### config.mk
export PLATFORM = sky130hd
export DESIGN_NAME = mvt_output
export DESIGN_NICKNAME = d
export VERILOG_FILES = /design/src/design/mvt_pkg.sv /design/src/design/mvt_output.sv
export VERILOG_INCLUDE_DIRS = /design/src /design/src/design
export SDC_FILE = /design/constraint.sdc
export NUM_CORES = 1
export LEC_CHECK = 0
export BUFFER_PORTS_ARGS = -buffer_cell sky130_fd_sc_hd__buf_4
export CELL_PAD_IN_SITES_DETAIL_PLACEMENT = 1
export CELL_PAD_IN_SITES_GLOBAL_PLACEMENT = 1
export CORE_AREA = 2 2 211 213
export CTS_CLUSTER_DIAMETER = 40
export DETAILED_ROUTE_END_ITERATION = 12
export DIE_AREA = 0 0 213 215
export PLACE_DENSITY = 0.66
export SYNTH_ARGS = -nofsm -noshare
export SYNTH_HDL_FRONTEND = slang
export SYNTH_SLANG_ARGS = --single-unit
### constraint.sdc
create_clock -name clock -period 3.75 [get_ports clock]
set_input_delay 0.375 -clock clock [delete_from_list [all_inputs] [get_ports clock]]
set_output_delay 0.375 -clock clock [all_outputs]
set_load 0.03 [all_outputs]
### src/design/matrix4_vertex_transform_unit_defines.svh
// Assertion macros shared by the matrix transform unit modules.
// Each macro expects a clock named clock and an active-high reset named reset in scope.
`ifndef MATRIX4_VERTEX_TRANSFORM_UNIT_DEFINES_SVH
`define MATRIX4_VERTEX_TRANSFORM_UNIT_DEFINES_SVH

// A property that must hold at every clock edge outside reset.
`define MVT_ASSERT(label, prop, msg) \
   label: assert property (@(posedge clock) disable iff (reset) (prop)) else $error(msg);

// When the condition holds at one edge, the consequence must hold at the next edge.
`define MVT_ASSERT_NEXT(label, cond, conseq, msg) \
   label: assert property (@(posedge clock) disable iff (reset) (cond) |=> (conseq)) \
      else $error(msg);

`endif

### src/design/mvt_pkg.sv
// Shared types, constants and command decoding for the matrix transform unit.
// No dependencies; the cells, the output stage and the top level all import it.
package mvt_pkg;

   // Number format and geometry.
   localparam int ELEM_WIDTH  = 32;
   localparam int FRAC_BITS   = 16;
   localparam int LANES       = 4;
   localparam int INDEX_WIDTH = 2;
   localparam int CMD_WIDTH   = 3;
   localparam int PROD_WIDTH  = 2 * ELEM_WIDTH;
   // Four products per row, the translation term among them, need at most two more bits; three are given.
   localparam int ACC_WIDTH   = PROD_WIDTH + 3;

   // Command codes.
   localparam logic [CMD_WIDTH-1:0] CMD_LOAD_COL = 3'd0;
   localparam logic [CMD_WIDTH-1:0] CMD_LOAD_ROW = 3'd1;
   localparam logic [CMD_WIDTH-1:0] CMD_READ_COL = 3'd2;
   localparam logic [CMD_WIDTH-1:0] CMD_READ_ROW = 3'd3;
   localparam logic [CMD_WIDTH-1:0] CMD_VEC4     = 3'd4;
   localparam logic [CMD_WIDTH-1:0] CMD_POINT    = 3'd5;
   localparam logic [CMD_WIDTH-1:0] CMD_VECTOR   = 3'd6;

   typedef logic [ELEM_WIDTH-1:0] elem_type;
   typedef logic [PROD_WIDTH-1:0] prod_type;
   typedef logic [ACC_WIDTH-1:0]  acc_type;

   // Element range limits and the fixed-point value one.
   localparam elem_type ELEM_MAX = {1'b0, {(ELEM_WIDTH - 1){1'b1}}};
   localparam elem_type ELEM_MIN = {1'b1, {(ELEM_WIDTH - 1){1'b0}}};
   localparam elem_type ELEM_ONE = (FRAC_BITS >= ELEM_WIDTH - 1) ?
                                   ELEM_MAX : (elem_type'(1) << FRAC_BITS);

   // One transaction as it travels down the chain of column cells.
   typedef struct packed {
      logic [CMD_WIDTH-1:0]   command;
      logic [INDEX_WIDTH-1:0] lane_index;
      elem_type [LANES-1:0]   lane;
      acc_type [LANES-1:0]    acc;
   } item_type;

   // Commands that multiply the matrix by an operand.
   function automatic logic is_transform(input logic [CMD_WIDTH-1:0] command);
      logic result;
      case (command)
         CMD_VEC4, CMD_POINT, CMD_VECTOR: result = 1'b1;
         default: result = 1'b0;
      endcase
      return result;
   endfunction

   // Commands that return one result transaction.
   function automatic logic produces_result(input logic [CMD_WIDTH-1:0] command);
      logic result;
      case (command)
         CMD_READ_COL, CMD_READ_ROW, CMD_VEC4, CMD_POINT, CMD_VECTOR: result = 1'b1;
         default: result = 1'b0;
      endcase
      return result;
   endfunction

endpackage

### src/design/mvt_output.sv
// Output stage: rounds and saturates the sums, passes read data through and
// holds the result register that faces the consumer. Uses mvt_pkg.
`include "matrix4_vertex_transform_unit_defines.svh"

module mvt_output (
   input  logic                                clock,
   input  logic                                reset,
   input  logic                                up_valid,
   output logic                                up_ready,
   input  mvt_pkg::item_type                   up_item,
   output logic                                rsp_valid,
   input  logic                                rsp_ready,
   output mvt_pkg::elem_type [mvt_pkg::LANES-1:0] rsp_data
);
   import mvt_pkg::*;

   localparam acc_type HALF = (FRAC_BITS > 0) ?
                              (acc_type'(1) << ((FRAC_BITS > 0) ? FRAC_BITS - 1 : 0)) : '0;

   logic                         out_valid_ff;
   elem_type [LANES-1:0]         out_ff;
   elem_type [LANES-1:0]         out_in;
   logic                         take;
   logic signed [ACC_WIDTH-1:0]  biased [LANES];
   logic signed [ACC_WIDTH-1:0]  shifted [LANES];
   elem_type [LANES-1:0]         sat;

   assign up_ready  = !out_valid_ff || rsp_ready;
   assign take      = up_valid && up_ready;
   assign rsp_valid = out_valid_ff;
   assign rsp_data  = out_ff;

   // Round half up, drop the fraction bits, then clamp to the element range.
   always_comb begin
      for (int r = 0; r < LANES; r++) begin
         biased[r]  = $signed(up_item.acc[r]) + $signed(HALF);
         shifted[r] = biased[r] >>> FRAC_BITS;
         if ((&shifted[r][ACC_WIDTH-1:ELEM_WIDTH-1]) ||
             !(|shifted[r][ACC_WIDTH-1:ELEM_WIDTH-1])) begin
            sat[r] = shifted[r][ELEM_WIDTH-1:0];
         end else if (shifted[r][ACC_WIDTH-1]) begin
            sat[r] = ELEM_MIN;
         end else begin
            sat[r] = ELEM_MAX;
         end
      end
   end

   // Result selection by command.
   always_comb begin
      for (int r = 0; r < LANES; r++) begin
         case (up_item.command)
            CMD_READ_COL, CMD_READ_ROW: begin
               out_in[r] = up_item.acc[r][ELEM_WIDTH-1:0];
            end
            CMD_VEC4: begin
               out_in[r] = sat[r];
            end
            CMD_POINT, CMD_VECTOR: begin
               out_in[r] = (r == LANES - 1) ? '0 : sat[r];
            end
            default: begin
               out_in[r] = '0;
            end
         endcase
      end
   end

   // Result register; loads and unused commands leave it empty.
   always_ff @(posedge clock) begin
      if (reset) begin
         out_valid_ff <= 1'b0;
      end else if (up_ready) begin
         out_valid_ff <= up_valid && produces_result(up_item.command);
      end
   end

   always_ff @(posedge clock) begin
      if (take) begin
         out_ff <= out_in;
      end
   end

   // Transactions without a result never show on the result channel.
   `MVT_ASSERT_NEXT(ap_no_result, take && !produces_result(up_item.command), !out_valid_ff, "result raised for a load or unused command")
   // Reads and transforms always give a result.
   `MVT_ASSERT_NEXT(ap_result, take && produces_result(up_item.command), out_valid_ff, "result missing for a read or transform")
   // Point and vector results carry a zero fourth element.
   `MVT_ASSERT_NEXT(ap_w_zero, take && (up_item.command == CMD_POINT || up_item.command == CMD_VECTOR), out_ff[LANES-1] == '0, "nonzero w for point or vector")

endmodule
==> flow_metrics.tcl, run 1 <==
set metrics [dict create \
    hold_viol_final 0 \
    synth_top_area_share_pct 35.7 \
    synth_cell_types 69 \
    r2r_slack_ps 1850 \
    hp-class "input pin to flop" \
    finClkSkew_ps 15.2 \
    min_from "reset" \
    antenna_found_initial 5 \
    place.gp.congestion 0.908 \
    cts_tree "done" \
    whs_ps 69.8 \
    critPathMaxFanout 21 \
    ctsRootBufferMaster "clkbuf_16" \
    r2r-end "rsp_data[79]" \
    fp.coreArea_mm2 0.0436 \
    tightestPinTransition_ps 687 \
    post_cts_buffers 0 \
    cp-start-kind "input pin" \
    fin_crit_sh_pct 82.4 \
    worstPathArrival_ps 3380 \
    syn_inst 1250 \
    worstPathRequired_ps 4030 \
    max_slew_margin_pct 54.2 \
    syn_nets 1661 \
    drc 0 \
    ctsHoldBuffers 0 \
    p_sw_share_pct 33.0 \
    pre_cts_ws_ps 202 \
    synth_most_common_cell "nand2_1" \
    vias_per_cell 5.25 \
    synth-edff-count 128 \
    drt_first_pass_iters 5 \
    synth_flop_cell "edfxtp_1" \
    pwr-share-comb_pct 28.0 \
    start_util_pct 24.7 \
    path_clk_slew_ps 60 \
    synth.top_cells.by_area "edfxtp_1, xor2_1, xnor2_1" \
    drive_gt1_share_pct 31.8 \
    cts-resized-gates 0 \
    holdPathStages 2 \
    setup_tns_ps 0 \
    port_buffers 404 \
    cts_buffers 17 \
    critPathKind "input pin to flop" \
    leakagePower_nw 5.64 \
    cts_buffer_depth 2 \
    period_needed_ps 3090 \
    area_growth_pct 42.7 \
    cap_violations 0 \
    ys_ff_latch 129 \
    crit_path_end_kind "flop" \
    die_x_um 213 \
    track_usage_pct 21.3 \
    grt_first_pass_wirelength_mm 74.4 \
    ir_drop_mv 0.220 \
    grt_max_degree 54 \
    die_area_mm2 0.0458 \
    num-nets-final 2075 \
    rsz0062_at_grt "no" \
    pwr-share-clk_pct 34.1 \
    wl_mm 49.6 \
    p_int_mw 3.13 \
    power_switching_mw 1.54 \
    pwr_density_cell_mw_per_mm2 304 \
    status "finished, final reports clean" \
    synthArstFlopShare_pct 0 \
    maxSlewViolCount 0 \
    pin_count 535 \
    grt_overflow 0 \
    fin_util_pct 35.3 \
    dp_hpwl_mm 39.9 \
    ant_nets 0 \
    ys_seq_area_share_pct 35.8 \
    h-tree-depth 4 \
    r2r_start "rsp_valid" \
    timing.final.ws_setup_ps 659 \
    pwr-share-seq_pct 37.9 \
    synth_area_leader_cell "edfxtp_1" \
    reg2reg_depth 3 \
    clkLatencyLatePin_ps 470 \
    fp-row-count 77 \
    synth_warnings 0 \
    fmax_mhz 324 \
    cts.sinks 129 \
    via_count 11900 \
    wire_per_inst_um 21.8 \
    drt_iter0_drc 682 \
    syn-mean-instance-area_um2 8.62 \
    whs_endpoint "rsp_valid" \
    synth_area_mm2 0.0108 \
    die-height_um 215 \
    grt_pass1_vias 12200 \
    finalSetupViolations 0 \
    synth_commonest_cells "nand2_1, edfxtp_1, a21oi_1" \
    n_fill_cell 5244 \
]
## how the worst max path moves through the flow
stage | from | endpoint | depth (start not counted)
after detailed placement | up_item[219] | rsp_data[105] | 13
after floorplan | up_item[50] | rsp_data[0] | 11
after CTS | up_item[219] | rsp_data[105] | 13
after global placement | up_item[224] | rsp_data[118] | 11
final | up_item[29] | rsp_data[17] | 11
after global routing | up_item[82] | rsp_data[46] | 13
## area by class of cell
type / instances / area [µm²] / area share [%]
inverter: 21 / 78.8 / 0.512
timing repair buffer: 457 / 3510 / 22.8
antenna: 3 / 7.51 / 0.0488
clock inverter: 11 / 86.3 / 0.561
clock buffer: 21 / 460 / 2.99
tap: 592 / 741 / 4.81
multi-input combinational: 1038 / 6640 / 43.2
sequential: 129 / 3860 / 25.1
## power groups by stage
stage	combinational [mW]	sequential (mW)	clock [mW]
6_report	1.31	1.77	1.59
3_3_place_gp	1.30	1.80	0
2_1_floorplan	0.364	2.03	0
3_5_place_dp	1.31	1.80	0
4_1_cts	1.32	1.78	1.64
5_1_grt	1.40	1.79	1.69
## kinds of logic after synthesis
| kind of cell | share of synthesized area [%] |
|---|---|
| DFF | 35.8 |
| muxes | 0.197 |
| xor gates and xnor gates | 13.7 |
| and+or+nand+nor | 28.7 |
| buffers and inverters | 3.15 |
| AOI/OAI and AO/OA | 17.7 |
| adders and majority gates | 0.696 |
## cells in the final DEF, fill, tap and decap left out, drive strengths merged, types with 19 or more instances in the layout
cell	n
nor3	38
nor2	55
and2	19
buf	457
xnor2	82
o31ai	29
and3	42
nand3	85
edfxtp	128
xor2	86
clkbuf	21
nand4	75
and4	30
nand2	139
a21oi	110
o21ai	78
o211ai	34
inv	22
nor4	33
## per-layer routing
layer / GRT usage, % / share of wire, % / vias up
li1: - / - / 5593
met1: 28.1 / 44 / 5909
met2: 34.5 / 47 / 379
met3: 5.71 / 7.7 / 46
met4: 4.92 / 1.4 / 6
met5: 0 / 0.085 / -
## registers in the layout (all words and copies together) (netlist names)
signal     count
rsp_valid      1
rsp_data     128
## worst max-delay path, cell delays in order
cell	delay, ps
buf_4	120
nand4_1	150
nor3b_1	410
nand4_1	350
nor2_1	310
xnor2_1	120
or4_1	560
nor3_1	300
a21oi_4	250
buf_4	240
o211ai_1	200
## per-stage QoR
stage	total power [mW]	area, µm²	std cells
global placement	3.10	14800	2237
detailed placement	3.12	14800	2237
global route	4.87	15400	2269
CTS	4.73	15400	2269
finish	4.68	15400	2272
floorplan	2.40	10800	1250
Power figures use the tool's default switching activity.
==> run 2, diff against run 1 <==
--- a/config.mk
+++ b/config.mk
@@ -9,10 +9,10 @@
 export BUFFER_PORTS_ARGS = -buffer_cell sky130_fd_sc_hd__buf_4
 export CELL_PAD_IN_SITES_DETAIL_PLACEMENT = 1
 export CELL_PAD_IN_SITES_GLOBAL_PLACEMENT = 1
-export CORE_AREA = 2 2 211 213
+export CORE_AREA = 2 2 207 209
 export CTS_CLUSTER_DIAMETER = 40
 export DETAILED_ROUTE_END_ITERATION = 12
-export DIE_AREA = 0 0 213 215
+export DIE_AREA = 0 0 209 211
 export PLACE_DENSITY = 0.66
 export SYNTH_ARGS = -nofsm -noshare
 export SYNTH_HDL_FRONTEND = slang
==> constraint.sdc (replaced) <==
create_clock -name clock -period 3.1 [get_ports clock]
set_input_delay 0.31 -clock clock [delete_from_list [all_inputs] [get_ports clock]]
set_output_delay 0.31 -clock clock [all_outputs]
set_load 0.03 [all_outputs]
==> run 2 against run 1 <==
Total power is 25% higher. Flip-flop and latch count stayed put. Combinational power is 27% higher. Critical endpoint is now rsp_data[68].
==> flow_metrics.tcl, run 2 (synthesis gave the netlist of run 1 again) <==
set metrics [dict create \
    drt_first_pass_iters 5 \
    port_buffers 404 \
    cp_slowest_stage_delay_ps 600 \
    rsz0062_at_grt "no" \
    power_switching_mw 1.94 \
    drc 0 \
    ctsRootBufferMaster "clkbuf_16" \
    fmax_mhz 350 \
    clkLatencyLatePin_ps 440 \
    status "finished, final reports clean" \
    place.gp.congestion 0.916 \
    maxSlewViolCount 0 \
    grt_overflow 0 \
    crit_path_end_kind "flop" \
    crit_top_cell "buf_4" \
    die_area_mm2 0.0441 \
    post_cts_buffers 0 \
    layout_commonest_cell "buf_4" \
    leakagePower_nw 6.32 \
    antenna_found_initial 2 \
    p_sw_share_pct 33.2 \
    period_needed_ps 2860 \
    wl_mm 50.4 \
    fp-row-count 75 \
    worstPathRequired_ps 3270 \
    largest_reg_flops 128 \
    hp-class "input pin to flop" \
    critPathKind "input pin to flop" \
    critical-path-top-delay-family "simple AND/OR/NAND/NOR gates" \
    fp.coreArea_mm2 0.0418 \
    cap_violations 0 \
    timing.final.ws_setup_ps 241 \
    finalSetupViolations 0 \
    cts_buffers 17 \
    die_x_um 209 \
    drive_gt1_share_pct 36.9 \
    wire_per_inst_um 21.4 \
    place_area_mm2 0.0158 \
    seq_area_mm2 0.00386 \
    cts_buffer_depth 2 \
    via_count 12400 \
    pwr_density_cell_mw_per_mm2 357 \
    die-height_um 211 \
    path_clk_slew_ps 60 \
    tightestPinTransition_ps 576 \
    drt_iter0_drc 668 \
    n_fill_cell 4943 \
    pwr-share-comb_pct 28.5 \
    grt_pass1_vias 12800 \
    crit_slowest_cell "or4_1" \
    finClkSkew_ps 9.98 \
    area_growth_pct 51.9 \
    pwr-share-clk_pct 34.8 \
    pin_count 535 \
    max_slew_margin_pct 61.6 \
    multi_input_area_mm2 0.00664 \
    ant_nets 0 \
    grt_first_pass_wirelength_mm 76.8 \
    cp-start-kind "input pin" \
    start_util_pct 25.8 \
    hold_viol_final 0 \
    pre_cts_ws_ps -209 \
    mostFrequentLayoutCells "buf_4, nand2_1, edfxtp_1" \
    fin_crit_sh_pct 92.2 \
    critPathMaxFanout 7 \
    setup_tns_ps 0 \
    worstPathArrival_ps 3030 \
    dp_hpwl_mm 41.1 \
    r2r_slack_ps 1330 \
    cts_tree "done" \
    p_int_mw 3.90 \
    h-tree-depth 4 \
    crit_chain "buf_4, nand2_1, or4_1, buf_4, or3_1, and2_1, o32a_1, and4bb_1, a21oi_4, buf_4, o31ai_2" \
    fin_area_mm2 0.0164 \
    pwr-share-seq_pct 36.7 \
    vias_per_cell 5.27 \
    num-nets-final 2210 \
    track_usage_pct 22.5 \
    ir_drop_mv 0.361 \
    grt_max_degree 54 \
    cp.buffers_inverters 3 \
    cts.sinks 129 \
]
-- run 2: changes by cell type in the layout (fill, tap and decap cells not counted), sizes merged --
cell	delta
clkbuf	-2
dlygate4sd3	+1
clkinvlp	-2
buf	+134
bufinv	+1
inv	+3
diode	-1
-- run 2: power by group through the flow --
stage / Sequential [mW] / Clock (mW) / Combinational, mW
5_1_grt: 2.16 / 2.15 / 1.78
2_1_floorplan: 2.46 / 0 / 0.441
6_report: 2.15 / 2.03 / 1.67
3_3_place_gp: 2.18 / 0 / 1.64
4_1_cts: 2.15 / 2.07 / 1.67
3_5_place_dp: 2.19 / 0 / 1.67
-- run 2: worst min-delay path: stages --
cell and delay [ps]:
buf_4 80, a21oi_1 50, o21ai_0 60
-- run 2: area by class of cell --
class | instances | area share, %
sequential | 129 | 23.6
tap | 539 | 4.12
antenna | 2 | 0.0306
clock inverter | 13 | 0.780
inverter | 21 | 0.482
multi-input combinational | 1038 | 40.6
clock buffer | 19 | 2.64
timing repair buffer | 592 | 27.8
-- run 2: stage by stage --
stage          util (%)  hold slack (ps)  power (mW)  instances
6_report           39.2              168        5.84       2353
5_1_grt            39.2              154        6.10       2351
4_1_cts            39.2              141        5.90       2351
3_5_place_dp       37.8              476        3.85       2318
3_3_place_gp       37.8              465        3.83       2318
2_1_floorplan         -              379        2.90       1250
-- run 2: repair_timing --
item,4_1_cts,5_1_grt
setup endpoints to repair,0,1
endpoints found under the hold margin,1,0
resized for setup,0,1
hold buffers,1,0
-- run 2: routing by layer --
layer / up-vias / part of all wire, % / track usage [%]
met5: - / 0 / 0
met4: 0 / 1.9 / 5.52
met3: 54 / 6.4 / 5.26
met2: 405 / 46 / 36.5
met1: 6064 / 46 / 30.3
li1: 5869 / - / -
-- run 2: path summary, 6_finish.rpt --
check | start | to | depth (start not counted)
worst max-delay path | up_item[156] | rsp_data[68] | 11
worst min-delay path | up_item[212] | rsp_data[107] | 3
worst max register to register | rsp_valid | rsp_data[22] | 3
worst min register to register | rsp_valid | rsp_valid | 2
